==> src/hdl/polyphase_upfirdn_resampler_defines.svh <==
// Assertion macros shared by the resampler RTL.
`ifndef POLYPHASE_UPFIRDN_RESAMPLER_DEFINES_SVH
`define POLYPHASE_UPFIRDN_RESAMPLER_DEFINES_SVH
`ifndef ASSERT_OFF
`define UPFR_ASSERT(lbl, expr) \
  lbl: assert property (@(posedge clk) disable iff (rst) (expr)) \
    else $error("upfr: assertion failed");
`define UPFR_ASSERT_IMP(lbl, ante, cons) \
  lbl: assert property (@(posedge clk) disable iff (rst) (ante) |-> (cons)) \
    else $error("upfr: assertion failed");
`define UPFR_ASSERT_NXT(lbl, ante, cons) \
  lbl: assert property (@(posedge clk) disable iff (rst) (ante) |=> (cons)) \
    else $error("upfr: assertion failed");
`else
`define UPFR_ASSERT(lbl, expr)
`define UPFR_ASSERT_IMP(lbl, ante, cons)
`define UPFR_ASSERT_NXT(lbl, ante, cons)
`endif
`endif

==> src/hdl/upfr_pkg.sv <==
`default_nettype none
package upfr_pkg;

  localparam int CMD_W      = 2;
  localparam int IDX_W      = 6;
  localparam int RATE_W     = 5;
  localparam int TAPS_W     = 7;
  localparam int RESULT_W   = 40;
  localparam int PHASE_W    = 6;
  localparam int POS_W      = 8;
  localparam int CFG_IDX_W  = 2;
  localparam int CFG_DATA_W = 7;
  localparam int QDEPTH     = 2;

  localparam logic [CMD_W-1:0] CMD_SAMPLE  = 2'd0;
  localparam logic [CMD_W-1:0] CMD_LOAD    = 2'd1;
  localparam logic [CMD_W-1:0] CMD_RESTART = 2'd2;

  localparam logic [CFG_IDX_W-1:0] REG_UP_RATE   = 2'd0;
  localparam logic [CFG_IDX_W-1:0] REG_DECIM     = 2'd1;
  localparam logic [CFG_IDX_W-1:0] REG_TAP_COUNT = 2'd2;

  typedef enum logic [1:0] {
    OP_SAMPLE,
    OP_LOAD,
    OP_RESTART
  } op_t;

  typedef struct packed {
    op_t              op;
    logic [IDX_W-1:0] idx;
  } qcmd_t;

  typedef struct packed {
    logic [RATE_W-1:0] up_rate;
    logic [RATE_W-1:0] decim;
    logic [TAPS_W-1:0] tap_count;
  } cfg_t;

  typedef enum logic [1:0] {
    ST_IDLE,
    ST_MAC,
    ST_DRAIN,
    ST_EMIT
  } state_t;

endpackage
`default_nettype wire

==> src/hdl/upfr_front.sv <==
`default_nettype none
module upfr_front #(
  parameter int MAX_TAPS    = 64,
  parameter int SAMPLE_BITS = 16
) (
  input  wire logic                                 clk,
  input  wire logic                                 rst,
  input  wire logic                                 in_valid,
  output logic                                      in_ready,
  input  wire logic [upfr_pkg::CMD_W-1:0]           cmd,
  input  wire logic [upfr_pkg::IDX_W-1:0]           coef_index,
  input  wire logic signed [SAMPLE_BITS-1:0]        data,
  output logic                                      q_valid,
  output upfr_pkg::qcmd_t                           q_cmd,
  output logic signed [SAMPLE_BITS-1:0]             q_data,
  input  wire logic                                 q_pop
);
  import upfr_pkg::*;

  localparam int QPW = $clog2(QDEPTH);
  localparam int QCW = $clog2(QDEPTH + 1);

  qcmd_t                   q_mem [QDEPTH];
  logic signed [SAMPLE_BITS-1:0] d_mem [QDEPTH];
  logic [QPW-1:0]          wptr;
  logic [QPW-1:0]          rptr;
  logic [QCW-1:0]          count;
  logic                    keep;
  op_t                     op;
  logic                    push;

  // Unused commands and loads beyond the table are taken and dropped here.
  always_comb begin
    keep = 1'b0;
    op   = OP_SAMPLE;
    case (cmd)
      CMD_SAMPLE: begin
        keep = 1'b1;
        op   = OP_SAMPLE;
      end
      CMD_LOAD: begin
        keep = (32'(coef_index) < MAX_TAPS);
        op   = OP_LOAD;
      end
      CMD_RESTART: begin
        keep = 1'b1;
        op   = OP_RESTART;
      end
      default: begin
        keep = 1'b0;
        op   = OP_SAMPLE;
      end
    endcase
  end

  assign in_ready = (count != QCW'(QDEPTH));
  assign push     = in_valid && in_ready && keep;
  assign q_valid  = (count != '0);
  assign q_cmd    = q_mem[rptr];
  assign q_data   = d_mem[rptr];

  always_ff @(posedge clk) begin
    if (push) begin
      q_mem[wptr] <= '{op: op, idx: coef_index};
      d_mem[wptr] <= data;
    end
  end

  always_ff @(posedge clk) begin
    if (rst) begin
      wptr  <= '0;
      rptr  <= '0;
      count <= '0;
    end else begin
      if (push) begin
        wptr <= (wptr == QPW'(QDEPTH - 1)) ? '0 : wptr + 1'b1;
      end
      if (q_pop) begin
        rptr <= (rptr == QPW'(QDEPTH - 1)) ? '0 : rptr + 1'b1;
      end
      if (push && !q_pop) begin
        count <= count + 1'b1;
      end else if (q_pop && !push) begin
        count <= count - 1'b1;
      end
    end
  end

endmodule
`default_nettype wire

==> src/hdl/upfr_back.sv <==
`default_nettype none
module upfr_back #(
  parameter int MAX_TAPS    = 64,
  parameter int SAMPLE_BITS = 16
) (
  input  wire logic                                   clk,
  input  wire logic                                   rst,
  input  wire upfr_pkg::cfg_t                         cfg,
  input  wire logic                                   q_valid,
  input  wire upfr_pkg::qcmd_t                        q_cmd,
  input  wire logic signed [SAMPLE_BITS-1:0]          q_data,
  output logic                                        q_pop,
  output logic                                        out_valid,
  input  wire logic                                   out_ready,
  output logic signed [upfr_pkg::RESULT_W-1:0]        result,
  output logic                                        last
);
  import upfr_pkg::*;

  localparam int AW = $clog2(MAX_TAPS);
  localparam int FW = $clog2(MAX_TAPS + 1);

  logic signed [SAMPLE_BITS-1:0] hist_mem [MAX_TAPS];
  logic signed [SAMPLE_BITS-1:0] coef_mem [MAX_TAPS];
  logic [MAX_TAPS-1:0]           coef_vld;

  state_t                        state;
  state_t                        state_next;
  logic [PHASE_W-1:0]            phase;
  logic [PHASE_W-1:0]            nph;
  logic [PHASE_W-1:0]            up_ext;
  logic [PHASE_W-1:0]            ph_diff;
  logic [PHASE_W-1:0]            nph_diff;
  logic [POS_W-1:0]              pos;
  logic [FW-1:0]                 k;
  logic [FW-1:0]                 fill;
  logic [FW-1:0]                 fill_inc;
  logic [AW-1:0]                 wp;
  logic [AW-1:0]                 wp_inc;
  logic [AW-1:0]                 haddr;
  logic [AW-1:0]                 haddr_dec;
  logic [AW-1:0]                 caddr_w;
  logic [AW-1:0]                 caddr_r;

  logic signed [SAMPLE_BITS-1:0]   hist_rd;
  logic signed [SAMPLE_BITS-1:0]   coef_rd;
  logic signed [SAMPLE_BITS-1:0]   coef_eff;
  logic                            cvld_rd;
  logic signed [2*SAMPLE_BITS-1:0] mul;
  logic signed [RESULT_W-1:0]      prod;
  logic signed [RESULT_W-1:0]      acc;
  logic                            p1_v;
  logic                            p2_v;

  logic hist_we;
  logic coef_we;
  logic hist_clr;
  logic issue;
  logic emit;
  logic emit_last;
  logic out_free;
  logic first_out;

  assign up_ext    = PHASE_W'(cfg.up_rate);
  assign nph       = phase + PHASE_W'(cfg.decim);
  assign ph_diff   = phase - up_ext;
  assign nph_diff  = nph - up_ext;
  assign emit_last = (nph >= up_ext);
  assign out_free  = !out_valid || out_ready;
  assign first_out = (phase < up_ext);
  assign wp_inc    = (wp == AW'(MAX_TAPS - 1)) ? '0 : wp + 1'b1;
  assign fill_inc  = (fill == FW'(MAX_TAPS)) ? fill : fill + 1'b1;
  assign haddr_dec = (haddr == '0) ? AW'(MAX_TAPS - 1) : haddr - 1'b1;
  assign caddr_w   = AW'(q_cmd.idx);
  assign caddr_r   = AW'(pos);
  assign coef_eff  = cvld_rd ? coef_rd : '0;
  assign mul       = hist_rd * coef_eff;

  always_comb begin
    state_next = state;
    case (state)
      ST_IDLE: begin
        if (q_valid && q_cmd.op == OP_SAMPLE && first_out) begin
          state_next = ST_MAC;
        end
      end
      ST_MAC: begin
        if (!issue) begin
          state_next = ST_DRAIN;
        end
      end
      ST_DRAIN: begin
        if (!p1_v && !p2_v) begin
          state_next = ST_EMIT;
        end
      end
      ST_EMIT: begin
        if (out_free) begin
          state_next = emit_last ? ST_IDLE : ST_MAC;
        end
      end
      default: state_next = ST_IDLE;
    endcase
  end

  always_comb begin
    q_pop    = 1'b0;
    hist_we  = 1'b0;
    coef_we  = 1'b0;
    hist_clr = 1'b0;
    issue    = 1'b0;
    emit     = 1'b0;
    case (state)
      ST_IDLE: begin
        if (q_valid) begin
          q_pop = 1'b1;
          case (q_cmd.op)
            OP_SAMPLE:  hist_we  = 1'b1;
            OP_LOAD:    coef_we  = 1'b1;
            OP_RESTART: hist_clr = 1'b1;
            default:    q_pop    = 1'b1;
          endcase
        end
      end
      ST_MAC: begin
        // Taps past the filled history hold zero, so the walk stops there too.
        issue = (pos < POS_W'(cfg.tap_count)) && (k < fill);
      end
      ST_EMIT: begin
        emit = out_free;
      end
      default: begin
        issue = 1'b0;
      end
    endcase
  end

  always_ff @(posedge clk) begin
    if (hist_we) begin
      hist_mem[wp_inc] <= q_data;
    end
    hist_rd <= hist_mem[haddr];
  end

  always_ff @(posedge clk) begin
    if (coef_we) begin
      coef_mem[caddr_w] <= q_data;
    end
    coef_rd <= coef_mem[caddr_r];
  end

  always_ff @(posedge clk) begin
    if (rst) begin
      state     <= ST_IDLE;
      phase     <= '0;
      fill      <= '0;
      wp        <= '0;
      coef_vld  <= '0;
      p1_v      <= 1'b0;
      p2_v      <= 1'b0;
      out_valid <= 1'b0;
    end else begin
      state <= state_next;
      p1_v  <= issue;
      p2_v  <= p1_v;
      if (hist_we) begin
        wp   <= wp_inc;
        fill <= fill_inc;
        if (!first_out) begin
          phase <= {1'b0, ph_diff[RATE_W-1:0]};
        end
      end
      if (hist_clr) begin
        fill  <= '0;
        phase <= '0;
      end
      if (coef_we) begin
        coef_vld[caddr_w] <= 1'b1;
      end
      if (emit) begin
        phase <= emit_last ? {1'b0, nph_diff[RATE_W-1:0]} : nph;
      end
      if (emit) begin
        out_valid <= 1'b1;
      end else if (out_ready) begin
        out_valid <= 1'b0;
      end
    end
  end

  always_ff @(posedge clk) begin
    cvld_rd <= coef_vld[caddr_r];
    prod    <= RESULT_W'(mul);
    if (hist_we) begin
      pos   <= POS_W'(phase);
      k     <= '0;
      haddr <= wp_inc;
      acc   <= '0;
    end else if (emit && !emit_last) begin
      pos   <= POS_W'(nph);
      k     <= '0;
      haddr <= wp;
      acc   <= '0;
    end else begin
      if (issue) begin
        pos   <= pos + POS_W'(cfg.up_rate);
        k     <= k + 1'b1;
        haddr <= haddr_dec;
      end
      if (p2_v) begin
        acc <= acc + prod;
      end
    end
    if (emit) begin
      result <= acc;
      last   <= emit_last;
    end
  end

endmodule
`default_nettype wire

==> src/hdl/polyphase_upfirdn_resampler.sv <==
`default_nettype none
`include "polyphase_upfirdn_resampler_defines.svh"
// Rational polyphase resampler (up by up_rate, FIR, down by decim) for Q1.15 data with
// exact 40-bit Q.30 results. A two-entry command queue takes items at one per cycle while it
// has room and drops unused commands and out-of-range loads; a sequencer behind it runs one
// shared multiply-accumulate at one tap per cycle. A load or restart is taken straight from
// the queue. A sample writes history, then for each result it causes walks the taps of that
// phase that have history behind them, drains the pipeline and emits the result. The single
// MAC bounds throughput; the worst case is sixteen phases, no decimation and 64 taps. The
// output register lets the next result be computed while one waits. Coefficient validity
// is held in per-entry flags and history by a fill count, so reset needs no clearing pass.
// Write configuration only while idle.
module polyphase_upfirdn_resampler #(
  parameter int MAX_TAPS    = 64,
  parameter int MAX_RATE    = 16,
  parameter int SAMPLE_BITS = 16
) (
  input  wire logic                                 clk,
  input  wire logic                                 rst,
  input  wire logic                                 cfg_we,
  input  wire logic [upfr_pkg::CFG_IDX_W-1:0]       cfg_index,
  input  wire logic [upfr_pkg::CFG_DATA_W-1:0]      cfg_data,
  input  wire logic                                 in_valid,
  output logic                                      in_ready,
  input  wire logic [upfr_pkg::CMD_W-1:0]           cmd,
  input  wire logic [upfr_pkg::IDX_W-1:0]           coef_index,
  input  wire logic signed [SAMPLE_BITS-1:0]        data,
  output logic                                      out_valid,
  input  wire logic                                 out_ready,
  output logic signed [upfr_pkg::RESULT_W-1:0]      result,
  output logic                                      last
);
  import upfr_pkg::*;

  logic [RATE_W-1:0]             up_rate;
  logic [RATE_W-1:0]             decim;
  logic [TAPS_W-1:0]             tap_count;
  cfg_t                          cfg;
  logic                          q_valid;
  qcmd_t                         q_cmd;
  logic signed [SAMPLE_BITS-1:0] q_data;
  logic                          q_pop;

  always_ff @(posedge clk) begin
    if (rst) begin
      up_rate   <= RATE_W'(1);
      decim     <= RATE_W'(1);
      tap_count <= TAPS_W'(64);
    end else if (cfg_we) begin
      case (cfg_index)
        REG_UP_RATE:   up_rate   <= cfg_data[RATE_W-1:0];
        REG_DECIM:     decim     <= cfg_data[RATE_W-1:0];
        REG_TAP_COUNT: tap_count <= cfg_data[TAPS_W-1:0];
        default:       tap_count <= tap_count;
      endcase
    end
  end

  // A zero rate acts as one; rates and tap count saturate at the built-in limits.
  always_comb begin
    if (up_rate == '0) begin
      cfg.up_rate = RATE_W'(1);
    end else if (32'(up_rate) > MAX_RATE) begin
      cfg.up_rate = RATE_W'(MAX_RATE);
    end else begin
      cfg.up_rate = up_rate;
    end
    if (decim == '0) begin
      cfg.decim = RATE_W'(1);
    end else if (32'(decim) > MAX_RATE) begin
      cfg.decim = RATE_W'(MAX_RATE);
    end else begin
      cfg.decim = decim;
    end
    if (32'(tap_count) > MAX_TAPS) begin
      cfg.tap_count = TAPS_W'(MAX_TAPS);
    end else begin
      cfg.tap_count = tap_count;
    end
  end

  upfr_front #(
    .MAX_TAPS    (MAX_TAPS),
    .SAMPLE_BITS (SAMPLE_BITS)
  ) u_front (
    .clk        (clk),
    .rst        (rst),
    .in_valid   (in_valid),
    .in_ready   (in_ready),
    .cmd        (cmd),
    .coef_index (coef_index),
    .data       (data),
    .q_valid    (q_valid),
    .q_cmd      (q_cmd),
    .q_data     (q_data),
    .q_pop      (q_pop)
  );

  upfr_back #(
    .MAX_TAPS    (MAX_TAPS),
    .SAMPLE_BITS (SAMPLE_BITS)
  ) u_back (
    .clk       (clk),
    .rst       (rst),
    .cfg       (cfg),
    .q_valid   (q_valid),
    .q_cmd     (q_cmd),
    .q_data    (q_data),
    .q_pop     (q_pop),
    .out_valid (out_valid),
    .out_ready (out_ready),
    .result    (result),
    .last      (last)
  );

  `UPFR_ASSERT(a_full_holds_entry, in_ready || q_valid)
  `UPFR_ASSERT_IMP(a_pop_needs_entry, q_pop, q_valid)
  `UPFR_ASSERT_NXT(a_pop_frees_slot, q_pop && !in_ready, in_ready)
  `UPFR_ASSERT(a_rates_nonzero, cfg.up_rate != '0 && cfg.decim != '0)

endmodule
`default_nettype wire

==> config.mk <==
export PLATFORM = sky130hd
export DESIGN_NAME = polyphase_upfirdn_resampler
export DESIGN_NICKNAME = d
export VERILOG_FILES = /design/src/hdl/upfr_pkg.sv /design/src/hdl/upfr_front.sv /design/src/hdl/upfr_back.sv /design/src/hdl/polyphase_upfirdn_resampler.sv
export VERILOG_INCLUDE_DIRS = /design/src /design/src/hdl
export SDC_FILE = /design/constraint.sdc
export NUM_CORES = 2
export LEC_CHECK = 0
export BUFFER_PORTS_ARGS = -buffer_cell sky130_fd_sc_hd__buf_2
export CORE_MARGIN = 3
export CORE_UTILIZATION = 55
export CTS_CLUSTER_SIZE = 16
export DETAILED_ROUTE_END_ITERATION = 7
export GPL_ROUTABILITY_DRIVEN = 1
export MAX_ROUTING_LAYER = met4
export PLACE_DENSITY = 0.74
export SLEW_MARGIN = 10
export SYNTH_ARGS = -nofsm -noshare
export SYNTH_HDL_FRONTEND = slang
export SYNTH_SLANG_ARGS = --single-unit
==> constraint.sdc <==
create_clock -name clk -period 17.35 [get_ports clk]
set_input_delay 0 -clock clk [delete_from_list [all_inputs] [get_ports clk]]
set_output_delay 0 -clock clk [all_outputs]
set_load 0.03 [all_outputs]
======== Word-level counts from Yosys, hierarchy flattened ========
Memory sizes are Yosys's and may differ from the RTL's. A register that Yosys moved wholly into a read port is not among the register bits.
Index checks and enable logic that the tools add are counted.
storage, ports and cells
  input port bits ......................... 38
  memories ................................ 4
  flip-flop bits (word level) ............. 244
  bits in writable memories ............... 2,096
  output and inout port bits .............. 43
  logic and storage cells ................. 168
cells by class
  bitwise gates (word level) .............. 2
  add/subtract/negate cells ............... 13
  reductions and logical operators ........ 38
  multipliers ............................. 1
  $lt $le $gt $ge ......................... 10
  muxes and demuxes ....................... 60
  equality and inequality tests ........... 17
memory list
  name             depth  width  rd ports  clocked after memory_dff  wr ports  line              RTL
  u_back.coef_mem  64     16     1         1                         1         upfr_back.sv:24   logic signed [SAMPLE_BITS-1:0] coef_mem [MAX_TAPS];
  u_back.hist_mem  64     16     1         1                         1         upfr_back.sv:23   logic signed [SAMPLE_BITS-1:0] hist_mem [MAX_TAPS];
  u_front.d_mem    2      16     1         1                         1         upfr_front.sv:24  logic signed [SAMPLE_BITS-1:0] d_mem [QDEPTH];
  u_front.q_mem    2      8      1         1                         1         upfr_front.sv:23  qcmd_t q_mem [QDEPTH];
operators by type and width
  kind                                                 number
  two-way mux 6 bit                                    13
  OR 64 bit                                            1
  adder 40 x 32 -> 40 bit                              1
  multiplier 16 x 16 -> 32 bit                         1
  two-way mux 1 bit                                    31
  two-way mux 5 bit                                    4
  two-way mux 16 bit                                   1
  adder 7 x 1 -> 7 bit, second input constant          2
  < comparator 6 x 7 -> 1 bit, second input constant   2
  two-way mux 2 bit                                    6
  equality test 2 bit, second input constant           5
  > comparator 5 bit, second input constant            2
  logical AND 1 bit                                    10
  logical NOT 5 bit                                    2
  AND reduction 2 bit                                  5
  subtractor 5 bit                                     2
  adder 8 x 5 -> 8 bit                                 1
  equality test 2 x 1 -> 1 bit, second input constant  4
  logical NOT 2 bit                                    4
  < comparator 8 x 7 -> 1 bit                          1
  case mux 2 bit (4 select lines)                      1
  equality test 7 bit, second input constant           1
  > comparator 7 bit, second input constant            1
  < comparator 7 bit                                   1
  other kinds (26)                                     39

======== Logic depth before layout (Yosys ltp) ========
  depth after elaboration ................. 9
  gate-level depth with buffers ........... 26
  depth with buffers taken out ............ 24

======== Modules after synthesis ========
From an unflattened synthesis, not the netlist that was laid out.
second synthesis, totals
  cells, all modules ...................... 5,603
  area total of the unflattened synthesis .. 102,693.5 µm²
modules (own cells, without submodules)
  module                       area each (µm²)  cells each  times used
  upfr_back                    99,869.5         5,414       1
  upfr_front                   1,986.9          102         1
  polyphase_upfirdn_resampler  837.1            87          1

======== Least setup slack after synthesis ========
No wires, ideal clock.
  path type ............................... register -> register
  start point ............................. register u_back.cvld_rd
  end point ............................... register u_back.prod[30]
  required time ........................... 17,278 ps
  setup slack ............................. 11,080 ps
  data arrival time ....................... 6,198 ps
  cell stages (with the launch flop) ...... 23
  path through ............................ dfxtp_1 clkbuf_1 clkbuf_1 nand3_1 fa_1 inv_1 fa_1 fa_1 fa_1 fa_1 inv_1 fa_1 inv_1 ha_1 and3_1 nand3_1 nor2_1 and3_1 a2111oi_0 nor3_1 a21o_1 a21oi_1 xnor2_1
on the way
  cells in the longest elaborated chain, start to end .. 2
ends and longest elaborated chain
  element                       line              RTL
  start: declaration            upfr_back.sv:48   logic cvld_rd;
  start signal: assignment      upfr_back.sv:192  cvld_rd <= coef_vld[caddr_r];
  two-way mux 16 bit            upfr_back.sv:76   assign coef_eff = cvld_rd ? coef_rd : '0;
  multiplier 16 x 16 -> 32 bit  upfr_back.sv:77   assign mul = hist_rd * coef_eff;
  via u_back.mul[30]            upfr_back.sv:49   logic signed [2*SAMPLE_BITS-1:0] mul;
  end signal: assignment        upfr_back.sv:193  prod <= RESULT_W'(mul);
  end: declaration              upfr_back.sv:50   logic signed [RESULT_W-1:0] prod;
The timed path passes the listed nets, and every way through them passes these cells.
A chain may end at the register's enable or synchronous reset.

======== Final worst setup path ========
Same ends and word-level chain as after synthesis.

==> results.ini <==
[cells_and_area]
fin_nets=6326
fillers=12600
area_growth_pct=12.3
layout_common_cells=edfxtp_1 (2149), mux4_2 (661), nor2_1 (358)
final_common_cell=edfxtp_1
final_area_um2=115000
layout.cells.non_filler=8533
drive_gt1_frac=0.224

[routing]
dr.pass1.iters=5
ant_nets=0
drt_iter0_markers=5954
drc=0
via_per_inst=6.16
finalWirelength_mm=238
vias=52600
post_drt_wl_per_cell_um=27.9

[die]
start_util=0.556
row_count=157
io_pins=81
coreArea_um2=184000
die_x_um=437
die_area_um2=191000
chipHeight_um=437

[setup_path]
required_ns=18.14
path_class=flop to flop
slowest_delay_ns=0.80
worstPathCellList=and2_0 -> nand2_1 -> fa_1 -> inv_1 -> fa_1 -> inv_1 -> fa_1 -> inv_1 -> fa_1 -> fa_1 -> inv_1 -> fa_1 -> inv_1 -> ha_1 -> a21o_1 -> a21o_1 -> a21oi_1 -> o21ai_0 -> a2111oi_0 -> nor3_1 -> a21o_1 -> a21oi_1 -> xnor2_1
cp_num_buf_inv=5
cpMostUsedCell=fa_1
crit_fanout=87
cp_top_family=adder cells
rrSetupSlack_ns=9.98
slowest_stage=dfxtp_4
end_kind=flop
cp.arrival_ns=8.16
crit_path_start_kind=flop

[logic_synthesis]
syn_nets=6015
postSynth.asyncResetShare=0
ys.flop_type=edfxtp_1
ys_seq_area_frac=0.675
yosysUniqueCellTypes=71
synth_top_family_by_area=multiplexers
synth_fa_ha_area_frac=0.0724
synth.area.mux_share=0.157
yosysWarnings=0
synth_top_area_frac=0.631
syn-cell-area_um2=102000
syn_avg_cell_area_um2=18.4
synth-compound-area-share=0.0235
ys_ff_latch=2373
ys_top_cells_by_area=edfxtp_1 (63%), mux4_2 (15%), fa_1 (5.2%)
synth_edf_count=2149
yosysTopAreaCell=edfxtp_1
synth-simple-area-share=0.0408
synth-xor-area-share=0.00917
synth_cells=5546

[sta]
maxSlewViolCount=0
hold_viol=0
period_share=0.425
whs_ns=0.0335
fmax_mhz=136
setup_tns_ns=0
worst_pin_slew_ns=1.39
relSlewSlack=0.0669
rsz0062_at_grt=no
setup_viol=0
period_needed_ns=7.37
clock_skew_ns=0.0704

[placement]
io_buffers=80
place_area_um2=106000
gp_congestion=0.876
dp.cells=8012
hpwl_mm=143

[power]
cellLeakagePower_uw=0.0399
peakVddDrop_uv=103
powerDensity_nw_per_um2=129

[global_routing]
overflow=0
grt_pass1_wl_mm=356
grt_max_degree=134
grt_usage=0.261
grt_pass1_vias=53900
antenna_found_initial=22

[cts]
numClockSinks=2373
clockBufferDepth=3
hold_buffers=80
cts_tree=built
htree_levels=4
cts-root-buf=clkbuf_16
cts_setup_buffers=0
cts.clk_slew.worst_paths_ns=0.07
cts_resized=0
clock_latency_ns=0.90
cts_made_buffers=226

[flow_run]
drv_cap=0

[status]
status=complete, no violations

[worst_hold_path]
worstHoldPathType=primary input to flop

-- logic make-up after synthesis --
logic type	after synthesis
simple gates	893
fa+ha+maj	431
buf+inv	601
xor+xnor	107
flops	2373
compound gates	371
mux	770
-- path summary, 6_finish.rpt --
kind	start	to	depth (start not counted)
setup / recovery	u_back.cvld_rd	u_back.prod[30]	23
hold / removal	cmd[0]	u_front.q_mem[1][6]	3
setup reg to reg	u_back.cvld_rd	u_back.prod[30]	23
hold reg to reg	u_back.p1_v	u_back.p2_v	1
-- synth_stat cells (all sizes together), types with 14 or more instances --
cell    count
o21ai      78
inv       339
mux2       27
and2       15
nand2     187
xnor2      73
mux2i      82
nor3       19
a21o       42
a211oi     16
ha        164
nand3b     16
clkbuf    202
a21oi     121
mux4      661
fa        267
nor2b      35
o21ba      14
nand2b     25
dfxtp     224
and3      136
buf        60
nand3      41
xor2       34
nor2      371
edfxtp   2149
-- layout make-up --
cell class,instances,area [um^2],share of cell area
tap,2464,3080,0.0269
clock buffer,292,6160,0.0536
clock inverter,133,1490,0.0130
timing repair buffer,345,2650,0.0231
inverter,339,1270,0.0111
sequential,2373,69000,0.602
multi-input combinational,2572,31000,0.270
antenna,15,37.5,0.000327
-- worst min-delay path, stage by stage --
cell	delay, ns
dlygate4sd3_1	0.51
buf_2	0.12
nor2b_1	0.17
-- where the power goes --
| group | total, uW | switching, uW | internal (uW) | leakage (uW) |
|---|---|---|---|---|
| logic | 2920 | 1790 | 1130 | 0.0151 |
| clock network | 4990 | 2150 | 2840 | 0.00372 |
| registers | 6950 | 225 | 6730 | 0.0211 |
-- metal layers --
layer  global-route usage  wire (um)  vias to the layer above
li1                     -          -                    22200
met4               0.0746       6150                        0
met1                0.351      93200                    27500
met3               0.0689      23800                      385
met2                0.397     115000                     2496
met5                    -          0                        -
-- state kept, by name (all words and copies together), names as in the netlist, 8 cells and up, named ones only --
| register | flops |
|---|---|
| u_back.result | 40 |
| u_back.hist_rd | 16 |
| u_back.prod | 32 |
| u_back.coef_vld | 64 |
| u_front.d_mem | 32 |
| u_back.pos | 8 |
| u_back.coef_rd | 16 |
| u_front.q_mem | 16 |
| u_back.coef_mem | 1024 |
| u_back.hist_mem | 1024 |
| u_back.acc | 40 |
-- stage by stage --
step                      worst slack, ns  total power (uW)  utilization
after floorplan                     11.08              8840            -
after global placement               9.94              9900        0.578
after detailed placement             9.91              9960        0.578
after CTS                            9.89             14900        0.624
after global routing                 9.41             15400        0.624
final                                9.98             14900        0.624
Power figures use the tool's default switching activity.
